## src/design/sgsm_pkg.sv

```systemverilog
// Shared widths, constants and types for the sparse grid second moment block.
package sgsm_pkg;

   localparam int DATA_W        = 64;
   localparam int DIM_W         = 4;
   localparam int LEVEL_W       = 4;
   localparam int INDEX_W       = 16;
   localparam int MAX_DIMS_DEF  = 16;
   localparam int MAX_LEVEL_DEF = 15;

   // Item kinds on the request channel.
   localparam logic CMD_LOAD = 1'b0;
   localparam logic CMD_TERM = 1'b1;

   // Q32.32 constants, truncated.
   localparam logic [DATA_W-1:0] Q_ONE    = 64'h0000_0001_0000_0000;
   localparam logic [DATA_W-1:0] S_MAX    = 64'h7FFF_FFFF_FFFF_FFFF;
   localparam logic [DATA_W-1:0] S_MIN    = 64'h8000_0000_0000_0000;
   localparam logic [DATA_W-1:0] M2_L0_I0 = 64'd1073741824;   // 1/4
   localparam logic [DATA_W-1:0] M2_L0_I1 = 64'd357913941;    // 1/12
   localparam logic [31:0]       M2_SIXTH = 32'd715827882;    // 1/6 fraction
   localparam logic [DATA_W-1:0] M1_L0_I0 = 64'd1431655765;   // 1/3
   localparam logic [DATA_W-1:0] M1_L0_I1 = 64'd715827882;    // 1/6
   localparam logic [DATA_W-1:0] Q_L0     = 64'd2147483648;   // 1/2

   typedef struct packed {
      logic              start;
      logic [DATA_W-1:0] op_a;
      logic [DATA_W-1:0] op_b;
   } qmul_req_type;

   typedef struct packed {
      logic              done;
      logic              sat;
      logic [DATA_W-1:0] prod;
   } qmul_rsp_type;

endpackage

```

## src/design/sgsm_qmul.sv

```systemverilog
// Iterative signed Q32.32 multiplier built on one 32x32 partial product unit.
module sgsm_qmul
   import sgsm_pkg::*;
(
   input  logic         clock,
   input  logic         reset,
   input  qmul_req_type mul_req,
   output qmul_rsp_type mul_rsp
);

   logic              busy_ff, busy_in;
   logic [2:0]        cnt_ff, cnt_in;
   logic              neg_ff, neg_in;
   logic [DATA_W-1:0] ma_ff, ma_in;
   logic [DATA_W-1:0] mb_ff, mb_in;
   logic [DATA_W-1:0] pp_ff, pp_in;
   logic [127:0]      acc_ff, acc_in;
   qmul_rsp_type      rsp_ff, rsp_in;

   logic [31:0]       a_part, b_part;
   logic [127:0]      addend;
   logic [127:0]      sgn;
   logic              ovf;

   always_comb begin
      // Partial products in order: lo*lo, lo*hi, hi*lo, hi*hi.
      a_part = cnt_ff[1] ? ma_ff[63:32] : ma_ff[31:0];
      b_part = cnt_ff[0] ? mb_ff[63:32] : mb_ff[31:0];

      unique case (cnt_ff)
         3'd1:       addend = {64'd0, pp_ff};
         3'd2, 3'd3: addend = {32'd0, pp_ff, 32'd0};
         3'd4:       addend = {pp_ff, 64'd0};
         default:    addend = '0;
      endcase

      sgn = neg_ff ? (~acc_ff + 128'd1) : acc_ff;
      ovf = !((&sgn[127:95]) || !(|sgn[127:95]));

      busy_in = busy_ff;
      cnt_in  = cnt_ff;
      neg_in  = neg_ff;
      ma_in   = ma_ff;
      mb_in   = mb_ff;
      pp_in   = pp_ff;
      acc_in  = acc_ff;
      rsp_in  = rsp_ff;
      rsp_in.done = 1'b0;

      if (mul_req.start) begin
         busy_in = 1'b1;
         cnt_in  = 3'd0;
         neg_in  = mul_req.op_a[DATA_W-1] ^ mul_req.op_b[DATA_W-1];
         ma_in   = mul_req.op_a[DATA_W-1] ? (DATA_W'(0) - mul_req.op_a) : mul_req.op_a;
         mb_in   = mul_req.op_b[DATA_W-1] ? (DATA_W'(0) - mul_req.op_b) : mul_req.op_b;
         acc_in  = '0;
      end else if (busy_ff) begin
         cnt_in = cnt_ff + 3'd1;
         if (cnt_ff <= 3'd3) begin
            pp_in = a_part * b_part;
         end
         acc_in = acc_ff + addend;
         if (cnt_ff == 3'd5) begin
            busy_in     = 1'b0;
            rsp_in.done = 1'b1;
            rsp_in.sat  = ovf;
            rsp_in.prod = ovf ? (sgn[127] ? S_MIN : S_MAX) : sgn[95:32];
         end
      end
   end

   always_ff @(posedge clock) begin
      if (reset) begin
         busy_ff     <= 1'b0;
         cnt_ff      <= 3'd0;
         rsp_ff.done <= 1'b0;
      end else begin
         busy_ff     <= busy_in;
         cnt_ff      <= cnt_in;
         rsp_ff.done <= rsp_in.done;
      end
      rsp_ff.sat  <= rsp_in.sat;
      rsp_ff.prod <= rsp_in.prod;
   end

   always_ff @(posedge clock) begin
      neg_ff      <= neg_in;
      ma_ff       <= ma_in;
      mb_ff       <= mb_in;
      pp_ff       <= pp_in;
      acc_ff      <= acc_in;
   end

   assign mul_rsp = rsp_ff;

endmodule

```

## config.mk

```make
export PLATFORM = sky130hd
export DESIGN_NAME = sgsm_qmul
export DESIGN_NICKNAME = d
export VERILOG_FILES = /design/src/design/sgsm_pkg.sv /design/src/design/sgsm_qmul.sv
export SDC_FILE = /design/constraint.sdc
export NUM_CORES = 2
export LEC_CHECK = 0
export BUFFER_PORTS_ARGS = -buffer_cell sky130_fd_sc_hd__clkbuf_2
export CAP_MARGIN = 10
export CORE_ASPECT_RATIO = 0.5
export CORE_UTILIZATION = 45
export DETAILED_ROUTE_END_ITERATION = 12
export HOLD_SLACK_MARGIN = 0.08
export MAX_ROUTING_LAYER = met4
export PLACE_DENSITY = 0.71
export SYNTH_ARGS = -nofsm -noshare
export SYNTH_HDL_FRONTEND = slang
export SYNTH_SLANG_ARGS = --single-unit
export TNS_END_PERCENT = 100
```

## constraint.sdc

```tcl
create_clock -name clock -period 17.2 [get_ports clock]
set_clock_uncertainty 0.05 [all_clocks]
set_input_delay 2.58 -clock clock [delete_from_list [all_inputs] [get_ports clock]]
set_output_delay 2.58 -clock clock [all_outputs]
set_load 0.02 [all_outputs]
```

==> results by group <==
Clock tree
  • Clk_lat worst skew: 0.64 ns
  • CTS resizes: 0
  • CTS Buf Count: 41
  • CTS tree: done
  • Total setup buffers inserted after CTS: 0
  • Count of clock tree sinks: 391
  • Worst-case clock buffer depth: 3
  • Number of H-tree levels: 2
  • Cts hold-fix bufs: 0
  • Clock transition at path regs: 0.07 ns
  • Root Buffer: clkbuf_16

STA
  • Final Max Tran Viols: 0
  • Fmax: 0.0960 GHz
  • Setup TNS: 0 ns
  • Slew @ Worst Pin: 1.22 ns
  • Endpoints failing setup: 0
  • Tcrit/Tclk final: 60.5%
  • Final Hold Viols: 0
  • Tmin final: 10.41 ns
  • Unrepaired setup endpoints after global routing: false
  • Worst rel slew slack: 17.4%

Finish
  • Filler cell count: 12237
  • Area growth, synth to finish: 7.22%
  • Register area: 10400 um^2
  • Layout cell share with drive strength beyond 1: 7.55%
  • Area of the multi-input gates: 44200 um^2
  • Final net count: 8042

Synthesis
  • Adder-cell share of the synthesized area: 38.7%
  • XOR/XNOR Fraction of Synth Area: 5.84%
  • Cell variety after synth: 78
  • Syn_area_per_cell: 8.92 um^2
  • Seq/Total Area, Yosys: 17.6%
  • FF+latch count, synth: 391
  • Post-Syn Instances: 6636
  • Post-synth top flop: edfxtp_1
  • Post-synth EDFFs: 258
  • Multiplexer share of the synthesized area: 3.55%
  • Simple-Gate Fraction of Synth Area: 15.0%
  • Async set or reset register ratio after synthesis: 0%
  • Post-synthesis cell area: 59200 um^2
  • Synth Net Count: 8061
  • Main combinational cell family by area after synthesis: adder cells
  • Synth warnings: 0
  • Post-synthesis compound-gate area fraction: 11.1%

Status
  • Status: finished clean

Setup path
  • Critical path's largest stage delay: 0.78 ns
  • Worst Path Arrival: 10.74 ns
  • RR Startpoint: cnt_ff[1]
  • CP max-delay cell: buf_4
  • Worst Setup SP: cnt_ff[1]
  • Crit Path Category: reg -> reg
  • Worst-path fanout max: 62
  • Req. time, crit path: 17.53 ns
  • Crit. End Element: flop
  • Cell mode on critical path: fa_1
  • Critical path launch point type: flop

Global route
  • Total GRT Usage: 29.6%
  • Largest net degree at the start of global routing: 113
  • GRT overflow: 0
  • First-pass GRT wire length: 291000 um
  • Vias in the first global route: 47804
  • Initial antenna violation count: 2

Floorplanning
  • Die Y-Extent: 258 um
  • # IOs: 197
  • Starting Density: 45.7%
  • # rows: 93
  • Die Width: 515 um
  • Die area: 133000 um^2
  • Core area: 130000 um^2

Routing
  • DRC viols: 0
  • Wire per inst: 22.7 um
  • Final wirelength: 191000 um
  • ANT nets after route: 0
  • Drt pass-1 iters: 6
  • Vias per cell: 5.75
  • Via count: 48391
  • Initial DRC Count: 4876

Worst hold path
  • Hold Crit Class: reg -> reg
  • Min-delay src: acc_ff[1]

Placed design
  • Detail Placement HPWL: 152000 um
  • GP Congestion: 1.03
  • Number of port buffers: 196

Job
  • Max-Cap Viols: 0
-- synth_stat cells (13+ instances only) --
library cell,count,share of area (%)
inv_1,947,6.0
or4_1,27,0.34
nor4_1,28,0.30
mux2i_1,140,2.4
a31oi_1,24,0.25
nand2_1,716,4.5
ha_1,397,8.4
and2_1,46,0.49
buf_1,24,0.15
xor2_1,141,2.1
a211oi_1,16,0.20
dfxtp_1,133,4.5
edfxtp_1,258,13
o21bai_1,45,0.57
o31ai_1,64,0.81
nor2b_1,19,0.20
o21ai_0,308,2.6
xnor2_1,254,3.8
and3_1,45,0.48
nand2b_1,36,0.38
o41ai_1,26,0.38
clkbuf_1,319,2.0
a21boi_0,13,0.16
o21a_1,16,0.20
fa_1,897,30
nand4_1,77,0.81
a22o_1,69,1.0
nand3_1,49,0.41
a21oi_1,253,2.1
or3_1,51,0.54
or2_2,18,0.19
nor2_1,807,5.1
a21o_1,128,1.6
nor3_1,64,0.54
mux2_2,62,1.2
-- cell type report --
type                       instances  share of cell area, %
multi-input combinational       4954                   69.6
sequential                       391                   16.4
inverter                         947                   5.60
tap                             1757                   3.46
timing repair buffer             282                   2.60
clock buffer                      56                   1.80
clock inverter                    20                  0.497
antenna                            2                0.00788
-- layout by cell type (no fill, tap or decap), drive strengths merged, types with 10 or more instances in the layout --
cell type	instances
a22o	69
a21o	128
ha	397
clkbuf	252
fa	897
inv	952
or4	33
a221oi	10
mux2i	140
o41ai	26
nand3	49
buf	86
mux2	62
dfxtp	133
o21ai	311
or2	20
nor3	65
xor2	141
nor4	28
a21boi	13
nor2	807
nand2b	36
nand4	77
or3	53
a21oi	253
nand2	716
a31oi	24
o21a	16
nor2b	19
and2	46
o21bai	45
a211oi	16
and3	45
xnor2	254
o31ai	67
edfxtp	258
-- state kept, by name, indices dropped and copies added, names as in the netlist --
register  count
cnt_ff        3
neg_ff        1
pp_ff        64
mul_rsp      66
ma_ff        64
mb_ff        64
acc_ff      128
busy_ff       1
-- cells by family (layout without fill, tap and decap cells) --
family / Yosys count / in the layout
XOR/XNOR: 395 / 395
buffers and inverters: 1291 / 1305
AO/OA/AOI/OAI: 1037 / 1037
adder cells (fa/ha/maj): 1294 / 1294
other: 0 / 2
AND/OR/NAND/NOR: 2026 / 2026
flip-flops: 391 / 391
multiplexers: 202 / 202
-- metal layers --
metal	track usage [%]	up-vias	routed length [um]
met1	40.4	24044	81400
met3	7.81	412	21800
met5	-	-	0
met4	9.88	0	7730
met2	42.4	2372	79500
li1	-	21563	-
-- critical path: cells and delay by family (launching register included) --
family,cells,cell delay [ns]
adders and majority gates,9,4.42
AOI/OAI and AO/OA,11,3.03
buffers and inverters,8,1.46
DFF,1,0.48
muxes,1,0.28
and+or+nand+nor,2,0.26
xor gates and xnor gates,1,0.10
-- metrics by stage --
stage	setup slack (ns)	util, %	hold slack [ns]	area, um^2	std cells
after global routing	6.13	49.0	0.503	63500	8409
after detailed placement	6.72	47.8	0.457	62000	8331
after global placement	6.86	47.8	0.453	62000	8331
after floorplan	7.59	-	0.424	59200	6636
final	6.79	49.0	0.477	63500	8409
after CTS	6.71	49.0	0.472	63500	8407
-- path summary, 6_finish.rpt --
path                     to  slack [ns]  cells after the start
setup reg to reg  pp_ff[63]        6.79                     32
hold reg to reg   acc_ff[1]        0.48                      2
hold / removal    acc_ff[1]        0.48                      2
setup / recovery  pp_ff[63]        6.79                     32
Power is not shown: default switching activity piles up to over one toggle a cycle in this logic, so the estimate is an artifact.
